$ cat src/hw/rtl/ps2mt_pkg.sv
// Shared constants and types of the PS/2 mouse packet tracker.
// No dependencies; every other RTL file of the block imports this package.
package ps2mt_pkg;

   // Default width of the pointer coordinates
   localparam int COORD_BITS_DEF = 12;

   // Width of the screen limit registers
   localparam int DIM_BITS = 13;

   localparam logic [DIM_BITS-1:0] SCREEN_WIDTH_RST  = DIM_BITS'(1024);
   localparam logic [DIM_BITS-1:0] SCREEN_HEIGHT_RST = DIM_BITS'(768);

   // Pointer position after reset
   localparam int X_TRACK_RST = 5;
   localparam int Y_TRACK_RST = 2;

   // Register indexes on the CSR port (byte address is 4 * index)
   localparam logic REG_SCREEN_WIDTH  = 1'b0;
   localparam logic REG_SCREEN_HEIGHT = 1'b1;
   localparam int   CSR_ADDR_BITS     = 3;
   localparam int   CSR_DATA_BITS     = 32;

   // Status byte bit positions
   localparam int STAT_LEFT   = 0;
   localparam int STAT_RIGHT  = 1;
   localparam int STAT_MIDDLE = 2;
   localparam int STAT_X_OVF  = 6;
   localparam int STAT_Y_OVF  = 7;

   // Screen limits handed from the CSR block to the datapath
   typedef struct packed {
      logic [DIM_BITS-1:0] screen_width;
      logic [DIM_BITS-1:0] screen_height;
   } cfg_type;

endpackage

$ cat src/hw/rtl/ps2mt_if.sv
// Valid/ready channel interfaces of the PS/2 mouse packet tracker.
// Depends on ps2mt_pkg for the default coordinate width.
interface ps2mt_req_if;
   logic       valid;
   logic       ready;
   logic [7:0] data_byte;

   modport source (output valid, output data_byte, input ready);
   modport sink   (input valid, input data_byte, output ready);
endinterface

interface ps2mt_rsp_if import ps2mt_pkg::*; #(
   parameter int COORD_BITS = COORD_BITS_DEF
);
   logic                  valid;
   logic                  ready;
   logic [COORD_BITS-1:0] x_position;
   logic [COORD_BITS-1:0] y_position;
   logic                  left_pressed;
   logic                  right_pressed;
   logic                  middle_pressed;
   logic                  x_overflowed;
   logic                  y_overflowed;
   logic [7:0]            packet_status;

   modport source (output valid, output x_position, output y_position,
                   output left_pressed, output right_pressed, output middle_pressed,
                   output x_overflowed, output y_overflowed, output packet_status,
                   input ready);
   modport sink   (input valid, input x_position, input y_position,
                   input left_pressed, input right_pressed, input middle_pressed,
                   input x_overflowed, input y_overflowed, input packet_status,
                   output ready);
endinterface

$ cat src/hw/rtl/ps2mt_csr.sv
// APB-style register block holding the screen width and height limits.
// Depends on ps2mt_pkg for register indexes, widths and reset values.
module ps2mt_csr import ps2mt_pkg::*; (
   input  logic                     clock,
   input  logic                     reset,
   input  logic                     csr_psel,
   input  logic                     csr_penable,
   input  logic                     csr_pwrite,
   input  logic [CSR_ADDR_BITS-1:0] csr_paddr,
   input  logic [CSR_DATA_BITS-1:0] csr_pwdata,
   output logic [CSR_DATA_BITS-1:0] csr_prdata,
   output logic                     csr_pready,
   output cfg_type                  cfg
);

   cfg_type cfg_ff;
   cfg_type cfg_in;
   logic    wr_en;
   logic    reg_sel;

   assign csr_pready = 1'b1;
   assign wr_en      = csr_psel & csr_penable & csr_pwrite & csr_pready;
   assign reg_sel    = csr_paddr[2];

   always_comb begin
      cfg_in = cfg_ff;
      if (wr_en) begin
         unique case (reg_sel)
            REG_SCREEN_WIDTH:  cfg_in.screen_width  = csr_pwdata[DIM_BITS-1:0];
            REG_SCREEN_HEIGHT: cfg_in.screen_height = csr_pwdata[DIM_BITS-1:0];
            default:           cfg_in = cfg_ff;
         endcase
      end
   end

   always_comb begin
      unique case (reg_sel)
         REG_SCREEN_WIDTH:  csr_prdata = CSR_DATA_BITS'(cfg_ff.screen_width);
         REG_SCREEN_HEIGHT: csr_prdata = CSR_DATA_BITS'(cfg_ff.screen_height);
         default:           csr_prdata = '0;
      endcase
   end

   always_ff @(posedge clock) begin
      if (reset) begin
         cfg_ff.screen_width  <= SCREEN_WIDTH_RST;
         cfg_ff.screen_height <= SCREEN_HEIGHT_RST;
      end else begin
         cfg_ff <= cfg_in;
      end
   end

   assign cfg = cfg_ff;

endmodule

$ cat src/hw/rtl/ps2mt_core.sv
// Packet assembly, pointer update and clamping, with a registered result beat.
// Depends on ps2mt_pkg and the channel interfaces in ps2mt_if.sv.
module ps2mt_core import ps2mt_pkg::*; #(
   parameter int COORD_BITS = COORD_BITS_DEF
) (
   input  logic         clock,
   input  logic         reset,
   input  cfg_type      cfg,
   ps2mt_req_if.sink    req_bus,
   ps2mt_rsp_if.source  rsp_bus
);

   // Wide enough for a signed sum and for any limit value
   localparam int CMP_W = (COORD_BITS + 2 > DIM_BITS + 1) ? COORD_BITS + 2 : DIM_BITS + 1;
   localparam logic [CMP_W-1:0] CAP = CMP_W'(1) << COORD_BITS;

   typedef enum logic [1:0] {
      IDX_STATUS,
      IDX_DX,
      IDX_DY
   } idx_type;

   idx_type               idx_ff, idx_in;
   logic [7:0]            held_status_ff, held_status_in;
   logic [7:0]            held_dx_ff, held_dx_in;
   logic [COORD_BITS-1:0] x_track_ff, x_track_in;
   logic [COORD_BITS-1:0] y_track_ff, y_track_in;
   logic                  rsp_valid_ff, rsp_valid_in;
   logic [7:0]            rsp_status_ff, rsp_status_in;
   logic [COORD_BITS-1:0] rsp_x_ff, rsp_y_ff;

   logic                  accept;
   logic                  out_free;
   logic [CMP_W-1:0]      nx, ny;
   logic [COORD_BITS-1:0] x_clamp, y_clamp;

   function automatic logic [CMP_W-1:0] limit_of(input logic [DIM_BITS-1:0] dim);
      logic [CMP_W-1:0] lim;
      lim = CMP_W'(dim);
      if (lim == '0) begin
         lim = CMP_W'(1);
      end else if (lim > CAP) begin
         lim = CAP;
      end
      return lim;
   endfunction

   function automatic logic [COORD_BITS-1:0] clamp_coord(input logic [CMP_W-1:0] v,
                                                          input logic [DIM_BITS-1:0] dim);
      logic [CMP_W-1:0] lim;
      lim = limit_of(dim);
      if (v[CMP_W-1]) begin
         return '0;
      end else if (v >= lim) begin
         return COORD_BITS'(lim - CMP_W'(1));
      end else begin
         return v[COORD_BITS-1:0];
      end
   endfunction

   // Output register is free when empty or drained this cycle
   assign out_free      = ~rsp_valid_ff | rsp_bus.ready;
   // Status and X-delta beats make no result and never wait on the output
   assign req_bus.ready = out_free | (idx_ff != IDX_DY);
   assign accept        = req_bus.valid & req_bus.ready;

   assign nx = {{(CMP_W-COORD_BITS){1'b0}}, x_track_ff}
             + {{(CMP_W-8){held_dx_ff[7]}}, held_dx_ff};
   assign ny = {{(CMP_W-COORD_BITS){1'b0}}, y_track_ff}
             - {{(CMP_W-8){req_bus.data_byte[7]}}, req_bus.data_byte};
   assign x_clamp = clamp_coord(nx, cfg.screen_width);
   assign y_clamp = clamp_coord(ny, cfg.screen_height);

   always_comb begin
      idx_in         = idx_ff;
      held_status_in = held_status_ff;
      held_dx_in     = held_dx_ff;
      x_track_in     = x_track_ff;
      y_track_in     = y_track_ff;
      rsp_status_in  = rsp_status_ff;
      rsp_valid_in   = rsp_valid_ff & ~rsp_bus.ready;
      if (accept) begin
         unique case (idx_ff)
            IDX_DX: begin
               held_dx_in = req_bus.data_byte;
               idx_in     = IDX_DY;
            end
            IDX_DY: begin
               x_track_in    = x_clamp;
               y_track_in    = y_clamp;
               rsp_status_in = held_status_ff;
               rsp_valid_in  = 1'b1;
               idx_in        = IDX_STATUS;
            end
            default: begin
               // unused index code falls back to a status beat
               held_status_in = req_bus.data_byte;
               idx_in         = IDX_DX;
            end
         endcase
      end
   end

   always_ff @(posedge clock) begin
      if (reset) begin
         idx_ff         <= IDX_STATUS;
         held_status_ff <= '0;
         held_dx_ff     <= '0;
         x_track_ff     <= COORD_BITS'(X_TRACK_RST);
         y_track_ff     <= COORD_BITS'(Y_TRACK_RST);
         rsp_valid_ff   <= 1'b0;
      end else begin
         idx_ff         <= idx_in;
         held_status_ff <= held_status_in;
         held_dx_ff     <= held_dx_in;
         x_track_ff     <= x_track_in;
         y_track_ff     <= y_track_in;
         rsp_valid_ff   <= rsp_valid_in;
      end
      rsp_status_ff <= rsp_status_in;
      rsp_x_ff      <= x_track_in;
      rsp_y_ff      <= y_track_in;
   end

   assign rsp_bus.valid          = rsp_valid_ff;
   assign rsp_bus.x_position     = rsp_x_ff;
   assign rsp_bus.y_position     = rsp_y_ff;
   assign rsp_bus.packet_status  = rsp_status_ff;
   assign rsp_bus.left_pressed   = rsp_status_ff[STAT_LEFT];
   assign rsp_bus.right_pressed  = rsp_status_ff[STAT_RIGHT];
   assign rsp_bus.middle_pressed = rsp_status_ff[STAT_MIDDLE];
   assign rsp_bus.x_overflowed   = rsp_status_ff[STAT_X_OVF];
   assign rsp_bus.y_overflowed   = rsp_status_ff[STAT_Y_OVF];

   a_dy_gives_result: assert property (@(posedge clock) disable iff (reset)
      accept && idx_ff == IDX_DY |=> rsp_valid_ff)
      else $error("third packet beat did not load a result");

   a_no_move_midpacket: assert property (@(posedge clock) disable iff (reset)
      accept && idx_ff != IDX_DY |=> $stable(x_track_ff) && $stable(y_track_ff))
      else $error("pointer moved before the packet completed");

   a_x_in_screen: assert property (@(posedge clock) disable iff (reset)
      rsp_valid_ff |-> CMP_W'(rsp_x_ff) < limit_of(cfg.screen_width))
      else $error("x result beyond screen width");

   a_y_in_screen: assert property (@(posedge clock) disable iff (reset)
      rsp_valid_ff |-> CMP_W'(rsp_y_ff) < limit_of(cfg.screen_height))
      else $error("y result beyond screen height");

   a_idx_legal: assert property (@(posedge clock) disable iff (reset)
      idx_ff == IDX_STATUS || idx_ff == IDX_DX || idx_ff == IDX_DY)
      else $error("byte index left its legal codes");

endmodule

$ cat src/hw/rtl/ps2_mouse_packet_tracker_top.sv
// Channel    Dir  Payload                                              Port
// req        in   data_byte[7:0]                                       req_bus (valid/ready)
// rsp        out  x/y_position, button and overflow flags, status[7:0] rsp_bus (valid/ready)
// csr        in   screen_width @0x0, screen_height @0x4 (13 bits)      csr_* (APB)
//
// One byte a cycle unless a Y-delta byte waits: each accepted byte updates packet
// state in the same cycle; the third byte loads the result register, seen next cycle.
// Status and X-delta bytes are taken even while a result waits; a Y-delta byte
// waits only when the result register is full and not drained in that cycle.
// Synchronous reset: limits 1024 x 768, pointer at (5, 2), next byte is status.
// Depends on ps2mt_pkg, ps2mt_if, ps2mt_csr and ps2mt_core.
module ps2_mouse_packet_tracker_top import ps2mt_pkg::*; #(
   parameter int COORD_BITS = COORD_BITS_DEF
) (
   input  logic                     clock,
   input  logic                     reset,
   ps2mt_req_if.sink                req_bus,
   ps2mt_rsp_if.source              rsp_bus,
   input  logic                     csr_psel,
   input  logic                     csr_penable,
   input  logic                     csr_pwrite,
   input  logic [CSR_ADDR_BITS-1:0] csr_paddr,
   input  logic [CSR_DATA_BITS-1:0] csr_pwdata,
   output logic [CSR_DATA_BITS-1:0] csr_prdata,
   output logic                     csr_pready
);

   cfg_type cfg;

   ps2mt_csr u_csr (
      .clock       (clock),
      .reset       (reset),
      .csr_psel    (csr_psel),
      .csr_penable (csr_penable),
      .csr_pwrite  (csr_pwrite),
      .csr_paddr   (csr_paddr),
      .csr_pwdata  (csr_pwdata),
      .csr_prdata  (csr_prdata),
      .csr_pready  (csr_pready),
      .cfg         (cfg)
   );

   ps2mt_core #(
      .COORD_BITS (COORD_BITS)
   ) u_core (
      .clock   (clock),
      .reset   (reset),
      .cfg     (cfg),
      .req_bus (req_bus),
      .rsp_bus (rsp_bus)
   );

endmodule

$ cat src/flat_wrapper.sv
// flat-port wrapper written by rule: the top's interface ports become plain ports
module ps2_mouse_packet_tracker_top_flat import ps2mt_pkg::*;
#(
   parameter int COORD_BITS = COORD_BITS_DEF
)
  (clock, reset, csr_psel, csr_penable, csr_pwrite, csr_paddr, csr_pwdata, csr_prdata, csr_pready, req_bus_valid, req_bus_data_byte, req_bus_ready, rsp_bus_valid, rsp_bus_x_position, rsp_bus_y_position, rsp_bus_left_pressed, rsp_bus_right_pressed, rsp_bus_middle_pressed, rsp_bus_x_overflowed, rsp_bus_y_overflowed, rsp_bus_packet_status, rsp_bus_ready);
  ps2mt_req_if req_bus_i ();
  ps2mt_rsp_if #(.COORD_BITS(COORD_BITS)) rsp_bus_i ();
  input  logic clock;
  input  logic reset;
  input  logic csr_psel;
  input  logic csr_penable;
  input  logic csr_pwrite;
  input  logic [CSR_ADDR_BITS-1:0] csr_paddr;
  input  logic [CSR_DATA_BITS-1:0] csr_pwdata;
  output logic [CSR_DATA_BITS-1:0] csr_prdata;
  output logic csr_pready;
  input wire logic [$bits(req_bus_i.valid)-1:0] req_bus_valid;
  input wire logic [$bits(req_bus_i.data_byte)-1:0] req_bus_data_byte;
  output wire logic [$bits(req_bus_i.ready)-1:0] req_bus_ready;
  output wire logic [$bits(rsp_bus_i.valid)-1:0] rsp_bus_valid;
  output wire logic [$bits(rsp_bus_i.x_position)-1:0] rsp_bus_x_position;
  output wire logic [$bits(rsp_bus_i.y_position)-1:0] rsp_bus_y_position;
  output wire logic [$bits(rsp_bus_i.left_pressed)-1:0] rsp_bus_left_pressed;
  output wire logic [$bits(rsp_bus_i.right_pressed)-1:0] rsp_bus_right_pressed;
  output wire logic [$bits(rsp_bus_i.middle_pressed)-1:0] rsp_bus_middle_pressed;
  output wire logic [$bits(rsp_bus_i.x_overflowed)-1:0] rsp_bus_x_overflowed;
  output wire logic [$bits(rsp_bus_i.y_overflowed)-1:0] rsp_bus_y_overflowed;
  output wire logic [$bits(rsp_bus_i.packet_status)-1:0] rsp_bus_packet_status;
  input wire logic [$bits(rsp_bus_i.ready)-1:0] rsp_bus_ready;
  assign req_bus_i.valid = req_bus_valid;
  assign req_bus_i.data_byte = req_bus_data_byte;
  assign req_bus_ready = req_bus_i.ready;
  assign rsp_bus_valid = rsp_bus_i.valid;
  assign rsp_bus_x_position = rsp_bus_i.x_position;
  assign rsp_bus_y_position = rsp_bus_i.y_position;
  assign rsp_bus_left_pressed = rsp_bus_i.left_pressed;
  assign rsp_bus_right_pressed = rsp_bus_i.right_pressed;
  assign rsp_bus_middle_pressed = rsp_bus_i.middle_pressed;
  assign rsp_bus_x_overflowed = rsp_bus_i.x_overflowed;
  assign rsp_bus_y_overflowed = rsp_bus_i.y_overflowed;
  assign rsp_bus_packet_status = rsp_bus_i.packet_status;
  assign rsp_bus_i.ready = rsp_bus_ready;
  ps2_mouse_packet_tracker_top #(.COORD_BITS(COORD_BITS)) u_core (.clock(clock), .reset(reset), .req_bus(req_bus_i), .rsp_bus(rsp_bus_i), .csr_psel(csr_psel), .csr_penable(csr_penable), .csr_pwrite(csr_pwrite), .csr_paddr(csr_paddr), .csr_pwdata(csr_pwdata), .csr_prdata(csr_prdata), .csr_pready(csr_pready));
endmodule
$ cat config.mk
export PLATFORM = sky130hd
export DESIGN_NAME = ps2_mouse_packet_tracker_top_flat
export DESIGN_NICKNAME = d
export VERILOG_FILES = /design/src/hw/rtl/ps2mt_pkg.sv /design/src/hw/rtl/ps2mt_if.sv /design/src/hw/rtl/ps2mt_csr.sv /design/src/hw/rtl/ps2mt_core.sv /design/src/hw/rtl/ps2_mouse_packet_tracker_top.sv /design/src/flat_wrapper.sv
export SDC_FILE = /design/constraint.sdc
export NUM_CORES = 1
export LEC_CHECK = 0
export ABC_AREA = 1
export BUFFER_PORTS_ARGS = -buffer_cell sky130_fd_sc_hd__buf_2
export CORE_MARGIN = 10
export CORE_UTILIZATION = 50
export CTS_BUF_LIST = sky130_fd_sc_hd__clkbuf_4 sky130_fd_sc_hd__clkbuf_8 sky130_fd_sc_hd__clkbuf_16
export DETAILED_ROUTE_END_ITERATION = 8
export GPL_ROUTABILITY_DRIVEN = 0
export PLACE_DENSITY = 0.76
export SKIP_CTS_REPAIR_TIMING = 1
export SKIP_LAST_GASP = 1
export SYNTH_ARGS = -nofsm -noshare
export SYNTH_HDL_FRONTEND = slang
export SYNTH_SLANG_ARGS = --single-unit
$ cat constraint.sdc
create_clock -name clock -period 2.9 [get_ports clock]
set_input_delay 0.29 -clock clock [delete_from_list [all_inputs] [get_ports clock]]
set_output_delay 0.29 -clock clock [all_outputs]
set_load 0.01 [all_outputs]
### Word level (Yosys, flattened, before mapping)

Cells that the tools add are included.

| word-level totals | value |
|---|---|
| word-level logic and storage cells | 56 |
| flip-flop bits (word level) | 101 |

| operators by class | value |
|---|---|
| eq/ne operators | 3 |
| mux-type cells | 16 |
| reduce and logical (&&, ||, !) cells | 8 |
| $lt $le $gt $ge | 4 |
| add/sub/neg operators | 4 |
| bitwise logic cells | 10 |

Operator list:

| kind | number |
|---|---|
| 2-to-1 mux 12 bit | 8 |
| one-hot mux 32 bit (2 select lines) | 1 |
| 2-to-1 mux 13 bit | 4 |
| >= comparator 14 x 13 -> 1 bit | 2 |
| > comparator 13 bit, second input constant | 2 |
| zero test 13 bit | 2 |
| subtractor 12 x 1 -> 12 bit, second input constant | 2 |
| adder 13 x 8 -> 14 bit | 1 |
| subtractor 13 x 8 -> 14 bit | 1 |
| AND reduction 2 bit | 5 |
| bitwise AND 1 bit | 4 |
| NOT 1 bit | 4 |
| one-hot mux 2 bit (2 select lines) | 1 |
| == test 2 x 1 -> 1 bit, second input constant | 1 |
| == test 2 bit, second input constant | 1 |
| 2-to-1 mux 1 bit | 2 |
| != test 2 bit, second input constant | 1 |
| OR 1 bit | 2 |
| OR reduction 2 bit | 1 |

### Longest topological paths before layout

Gate-level depths: netlist of run 1.

| depth | value |
|---|---|
| depth in word-level cells | 8 |
| depth in mapped cells | 26 |
| gate-level depth less buffers | 25 |

### By module

A second synthesis of run 1 with hierarchy kept.

| unflattened totals | value |
|---|---|
| cell total of the unflattened synthesis | 1,002 |
| area, all modules | 6,867.8 um^2 |

By module, submodules not included:

| module | cells an instance | area each (um^2) | instances | sequential area each (um^2) |
|---|---|---|---|---|
| ps2mt_core | 781 | 5,442.7 | 1 | 1,581.5 |
| ps2mt_csr | 221 | 1,425.1 | 1 | 520.5 |

### Least setup slack after synthesis of run 1

Ideal clock, no wire load.

| timing | value |
|---|---|
| path kind | register to register |
| from | reg u_core.u_core.y_track_ff[0] |
| to | reg u_core.u_core.y_track_ff[1] |
| arrival | 2.960 ns |
| setup time | 0.135 ns |
| path slack | -0.194 ns |
| cell stages (with the launch flop) | 20 |
| required time | 2.765 ns |
| path buffers | 1 |
| cells stage by stage | dfxtp_1 > inv_1 > ha_1 > fa_1 > o21ai_0 > nand2_1 > nand3_1 > nand3_1 > nand2_1 > a21oi_1 > o21ai_0 > xor2_1 > ha_1 > inv_1 > nor2_1 > nor3_4 > buf_2 > nand3_1 > nand3_1 > o211ai_1 |

| between the ends | value |
|---|---|
| word-level cells in the longest chain between the ends | 6 |

RTL lines:

| element | line | RTL |
|---|---|---|
| from (decl) | ps2mt_core.sv:27 | `logic [COORD_BITS-1:0] y_track_ff, y_track_in;` |
| from (signal assigned) | ps2mt_core.sv:110 | `y_track_ff <= COORD_BITS'(Y_TRACK_RST);` |
| from (signal assigned) | ps2mt_core.sv:117 | `y_track_ff <= y_track_in;` |
| subtractor 13 x 8 -> 14 bit (*) | ps2mt_core.sv:70 | `- {{(CMP_W-8){req_bus.data_byte[7]}}, req_bus.data_byte};` |
| >= comparator 14 x 13 -> 1 bit | ps2mt_core.sv:54 | `end else if (v >= lim) begin` |
| 2-to-1 mux 12 bit | ps2mt_core.sv:54 |  |
| 2-to-1 mux 12 bit (*) | ps2mt_core.sv:52 | `if (v[CMP_W-1]) begin` |
| 2-to-1 mux 12 bit (*) | ps2mt_core.sv:83 | `unique case (idx_ff)` |
| 2-to-1 mux 12 bit (*) | ps2mt_core.sv:82 | `if (accept) begin` |

Every way passes the cells marked *; elsewhere a longest branch is shown, timed or not.
A chain may end at the register's enable or synchronous reset.

### Worst setup path after layout of run 1

| timing | value |
|---|---|
| from | reg u_core.u_core.y_track_ff[0] |
| to | reg u_core.u_core.y_track_ff[5] |

Same word-level chain as after synthesis.

==> metrics.txt, run 1 <==
status=finished with violations; failing checks=negative setup slack; Setup crit start kind=flip-flop; CP endpoint kind=flip-flop; core area=13200 um^2; Final Cycle Share=107%; Overall Power=about 3.8 mW; Distinct cells, synth=39; synthesized flop and latch total=about 100; vias per cell=5.01; setup TNS=-3870 ps; Post-DP HPWL=approximately 13000 um; Setup CP Type=flip-flop to flip-flop; CTS root buf=clkbuf_16; final setup violation count=39; Worst-path clk slew=~80 ps; Area contributors post-synth=dfxtp_1 (27%), nand2_1 (13%), ha_1 (11%); Worst Hold Class=input pin to flip-flop; Peak VDD IR=0.000281 V; Post-Layout Inst Area=8380 um^2; Core Rows=42; Avg Inst Size Synth=between 7 and 8 um^2; htree depth=3; Final min period=3090 ps; CTS tree=done; Post-Synthesis Cells=942; All-Layer GR Usage=approximately 18%; pin count of the biggest net entering global routing=41; Sink Count=101; RSZ-0062 raised after global routing=true; Synth area leader=dfxtp_1; nets@finish=1176; Worst Slack Setup Final=-191 ps; Core Util, Final=63.3%; worst-path fanout max=6; DRC=0; Setup Skew=11.4 ps; final global-route overflow total=0; layout cell share with drive strength beyond 1=28.5%; die width=between 100 and 150 um; vias in the first global route=5812; fraction of registers with async set or reset after synthesis=0%; Starting Density=51.2%; Placement Setup Slack=-275 ps; Slew HR=45.2%; Leakage=~4.2 nW; Max Root-Sink Buffers=2; placement-stage cell area=7580 um^2; antenna violations before repair=1; final antenna-violating net count=0; die area=18600 um^2; area of the mapped netlist=6780 um^2; die extent in y=~140 um; total wire length=17600 um; Critical Path RT=3130 ps; Clk Latency, worst-skew pair=between 300 and 400 ps; ys flop type=dfxtp_1; count leader, synth=nand2_1; EDFF count, synth=8; area share of the largest cell type after synthesis=27.5%; clock buffer count from CTS=9; pins over their slew limit=0; fmax=about 0.32 GHz; sequential fraction of the synthesis area=between 30 and 40%; IO Port Bufs=80; IO Pins=approximately 120; synth cell count leaders=nand2_1 (226), inv_1 (124), dfxtp_1 (93); Power Density=451 nW/um^2; First DRT Iteration DRCs=455; Final Hold Vio Count=0; DR vias=6263; first-pass GRT wire length=27000 um; Synth Warn #=0; Worst Tran Pin Value=822 ps; max cap viols=0; post-DR wirelength/cell=approximately 14 um; Synth-to-Final Area Change=23.7%; first-pass iteration count of the detailed router=6; CP Data Arrival Time=3320 ps
[cells by family (layout without fill, tap and decap cells)]
group | after synthesis | after routing | share of synthesized area, %
fa+ha+maj | 59 | 59 | 11.1
compound gates | 163 | 163 | 13.7
buf+inv | 184 | 295 | 12.3
xor+xnor | 31 | 31 | 4.01
flops | 101 | 101 | 31.0
other cells | 2 | 21 | 0.111
simple gates | 402 | 403 | 27.7
[final cells by class]
type,instances,area [um^2]
diodes,1,2.50
clock buffers,10,250
clock inverters,6,70.1
fillers,1180,4860
inverters,129,484
multi-input cells,676,4270
flip-flops and latches,101,2110
well taps,176,220
repair buffers,150,978
[layout by cell type (no fill, tap or decap), types with 4 or more instances in the layout]
cell type,instances
o21ai_1,8
conb_1,20
nor2_2,5
clkbuf_16,11
nor2_1,37
dfxtp_1,88
nand3_1,59
nand2_4,7
a21oi_1,56
xor2_1,19
nand2_1,223
nand2_2,21
xnor2_1,9
o21ai_0,54
edfxtp_1,8
inv_2,6
nand3_2,36
nand3b_1,4
ha_4,11
buf_4,64
nand4_1,4
inv_1,123
a21oi_2,32
buf_2,80
ha_1,46
dfxtp_2,5
[registers in the layout, summed over array words and instances, names as in the netlist]
| register | flops |
|---|---|
| u_core.u_core.held_dx_ff | 8 |
| u_core.u_core.held_status_ff | 8 |
| u_core.u_core.idx_ff | 2 |
| u_core.u_core.rsp_bus.packet_status | 8 |
| u_core.u_core.rsp_bus.valid | 1 |
| u_core.u_core.rsp_bus.x_position | 12 |
| u_core.u_core.rsp_bus.y_position | 12 |
| u_core.u_core.x_track_ff | 12 |
| u_core.u_core.y_track_ff | 12 |
| u_core.u_csr.cfg | 26 |
[final timing paths]
check	slack, ps	cells past startpoint	endpoint	start
worst max-delay path	-190	20	u_core.u_core.y_track_ff[5]	u_core.u_core.y_track_ff[0]
worst min-delay path	160	3	u_core.u_csr.cfg[9]	csr_pwdata[9]
worst max register to register	-190	20	u_core.u_core.y_track_ff[5]	u_core.u_core.y_track_ff[0]
worst min register to register	440	0	u_core.u_core.rsp_bus.packet_status[6]	u_core.u_core.held_status_ff[6]
[layer usage]
metal | up-vias | global-route usage, % | wire length (um)
li1 | 3241 | - | -
met5 | - | 0 | 0
met4 | 0 | 6.51 | 320
met3 | 25 | 2.95 | 904
met1 | 2841 | 22.5 | 7880
met2 | 156 | 29.0 | 8460
[through the flow]
stage	hold slack (ps)	std cells
after CTS	150	1237
after global routing	192	1249
after detailed placement	418	1221
after global placement	415	1221
final	157	1249
after floorplan	409	960
[where the power goes]
group	switching, mW	internal (mW)
Combinational	0.584	0.406
Sequential	0.0361	1.47
Clock	0.618	0.664
Total	1.24	2.54
[critical path, stage by stage, from the launching register on]
cell	delay [ps]
dfxtp_2	340
inv_2	50
ha_4	150
fa_2	410
o21ai_4	170
nand2_1	90
nand3_2	90
nand3_2	70
nand2_2	80
a21oi_2	50
o21ai_1	150
xor2_1	180
ha_1	270
inv_1	80
nor2_2	50
nor3_4	170
buf_6	160
buf_6	140
nand3_1	90
nand3_2	110
a21oi_2	60
Power figures use the tool's default switching activity.
==> run 2, diff against run 1 <==
CAP_MARGIN = 20   (was not set)
REMOVE_ABC_BUFFERS = 1   (was not set)
==> run 2 against run 1 <==
Compared with the run above:
- the run still ends with negative setup slack left
- wire length rose by 6.3%
- sequential share of layout area fell by 0.60 points
- highest routed layer unchanged
- clock power barely moved
- critical path type unchanged
- die area did not move
- final area rose by 3.0%
- critical endpoint unchanged
==> metrics.txt, run 2 (synthesis results as in run 1) <==
status=finished with violations; failing checks=negative setup slack; crit path max-delay cell type=fa_2; R2R setup slack=-220 ps (-30 ps); first-pass iteration count of the detailed router=7 (+1); max reg flops=26 (unchanged); clock buffer count from CTS=9 (unchanged); Slew HR=43.3% (-1.8 points); CTS tree=done; Setup Skew=11.0 ps (-0.341 ps); DRC=0 (unchanged); Worst Tran Pin Value=849 ps (+27.6 ps); Worst Hold Class=input pin to flip-flop; antenna cells=0 (-1); Max stage delay on crit path=380 ps (-30 ps); Post-DP HPWL=12900 um (+1.7%); Leakage=4.23 nW (+1.5%); Clk Latency, worst-skew pair=370 ps (about the same); multi-input logic area=4500 um^2 (+5.6%); antenna violations before repair=0 (-1); most frequent cells in the layout=nand2_1 (210), inv_1 (120), dfxtp_1 (82); worst r2r path cells=19 (-5.0%); nets@finish=1179 (+0.26%); Post-Layout Inst Area=8630 um^2 (+3.0%); final setup violation count=42 (+7.7%); Setup crit start kind=flip-flop; pins over their slew limit=0 (unchanged); FF-to-FF End=u_core.u_core.y_track_ff[5]; crit path to=u_core.u_core.y_track_ff[5]; commonest non-fill, non-tap cell in the layout=nand2_1; die extent in y=136 um (unchanged); pin count of the biggest net entering global routing=41 (unchanged); Max Root-Sink Buffers=2 (unchanged); setup TNS=-4980 ps (-1110 ps); CP Data Arrival Time=3350 ps (+30 ps); die area=18600 um^2 (unchanged); Core Rows=42 (unchanged); first-pass GRT wire length=27700 um (+2.8%); vias in the first global route=5925 (+1.9%); Sink Count=101 (unchanged); Worst-path clk slew=70 ps (about the same); Cell Chain, Critical Path=inv_2 -> ha_4 -> fa_2 -> o21ai_1 -> buf_4 -> a21oi_1 -> o21ai_1 -> xor2_1 -> inv_1 -> ha_1 -> a21oi_2 -> nor2_1 -> a211oi_2 -> nand2_1 -> nand2_4 -> buf_6 -> nand3_1 -> nand3_2 -> a21oi_2; fmax=0.321 GHz (-0.83%); post-DR wirelength/cell=14.9 um (+6.1%); WHS=147 ps (-9.50 ps); vias per cell=5.18 (+3.3%); Final min period=3120 ps (+25.9 ps); Storage cell area=2120 um^2 (+0.59%); die width=136 um (unchanged); Final Cycle Share=107% (+0.89 points); max cap viols=0 (unchanged); CP endpoint kind=flip-flop; RSZ-0062 raised after global routing=true; IO Pins=122 (unchanged); Placed Instances=1224 (+0.25%); Power Density=453 nW/um^2 (+0.43%); crit path from=u_core.u_core.y_track_ff[0]; Peak VDD IR=0.000276 V (-1.7%); First DRT Iteration DRCs=561 (+23%); IO Port Bufs=80 (unchanged); final antenna-violating net count=0 (unchanged); r2r startpoint=u_core.u_core.y_track_ff[0]; core area=13200 um^2 (unchanged); CTS root buf=clkbuf_16; Critical Path RT=3130 ps (about the same); worst-path fanout max=8 (+2); htree depth=3 (unchanged); Setup CP Type=flip-flop to flip-flop; Final Hold Vio Count=0 (unchanged); Starting Density=51.2% (unchanged); Core Util, Final=65.2% (+1.9 points); placement-stage cell area=7600 um^2 (+0.25%); Worst Slack Setup Final=-217 ps (-25.9 ps); final global-route overflow total=0 (unchanged); # fillers=1120 (-5.1%); final non-filler cell total=1251 (+0.16%); layout cell share with drive strength beyond 1=32.5% (+4.0 points); Synth-to-Final Area Change=27.4%; DR vias=6477 (+3.4%); total wire length=18700 um (+6.3%); All-Layer GR Usage=18.2% (+0.63 points)
-- run 2: cell types whose count changed in the layout (fill, tap and decap cells not counted), moves of 4 or more --
cell,change
dfxtp_1,-6
dfxtp_2,+4
nand2_1,-13
nand2_2,+11
nand3_1,-11
nand3_4,+10
nor2_1,-5
nor2_2,+4
-- run 2: report_power, final --
group,switching (mW),leakage (nW),internal (mW)
Clock,0.595,0.150,0.694
Sequential,0.0391,0.830,1.47
Combinational,0.657,3.25,0.455
Total,1.29,4.23,2.62
-- run 2: area by class of cell --
| type | count | area share, % |
|---|---|---|
| tap | 176 | 2.55 |
| clock inverter | 6 | 0.927 |
| timing repair buffer | 152 | 11.5 |
| inverter | 129 | 5.61 |
| sequential | 101 | 24.6 |
| clock buffer | 10 | 2.70 |
| multi-input combinational | 677 | 52.2 |
-- run 2: layer usage --
metal	wire length, um	vias to the layer above	track usage [%]
met1	7980	3001	22.5
met5	0	-	0
met3	1010	36	3.58
met4	485	0	8.05
met2	9200	183	30.0
li1	-	3257	-
-- run 2: critical path, delay by kind of cell (launching register included) --
kind / cells / cell delay, ps
xor gates and xnor gates: 1 / 210
adders and majority gates: 3 / 720
buffers and inverters: 4 / 410
AOI/OAI and AO/OA: 6 / 770
DFF: 1 / 340
and+or+nand+nor: 5 / 510
-- run 2: through the flow --
stage | power, mW | setup slack, ps
finish | 3.91 | -217
CTS | 3.70 | -437
global route | 4.10 | -401
detailed placement | 2.42 | -454
global placement | 2.40 | -333
floorplan | 2.12 | -414
-- run 2: how the worst min path moves through the flow --
stage | cells after the start | to | from
2_1_floorplan | 1 | u_core.u_core.x_track_ff[10] | reset
3_3_place_gp | 0 | u_core.u_core.rsp_bus.packet_status[2] | u_core.u_core.held_status_ff[2]
3_5_place_dp | 0 | u_core.u_core.rsp_bus.packet_status[4] | u_core.u_core.held_status_ff[4]
4_1_cts | 3 | u_core.u_csr.cfg[8] | csr_pwdata[8]
5_1_grt | 3 | u_core.u_csr.cfg[8] | csr_pwdata[8]
6_report | 3 | u_core.u_csr.cfg[8] | csr_pwdata[8]
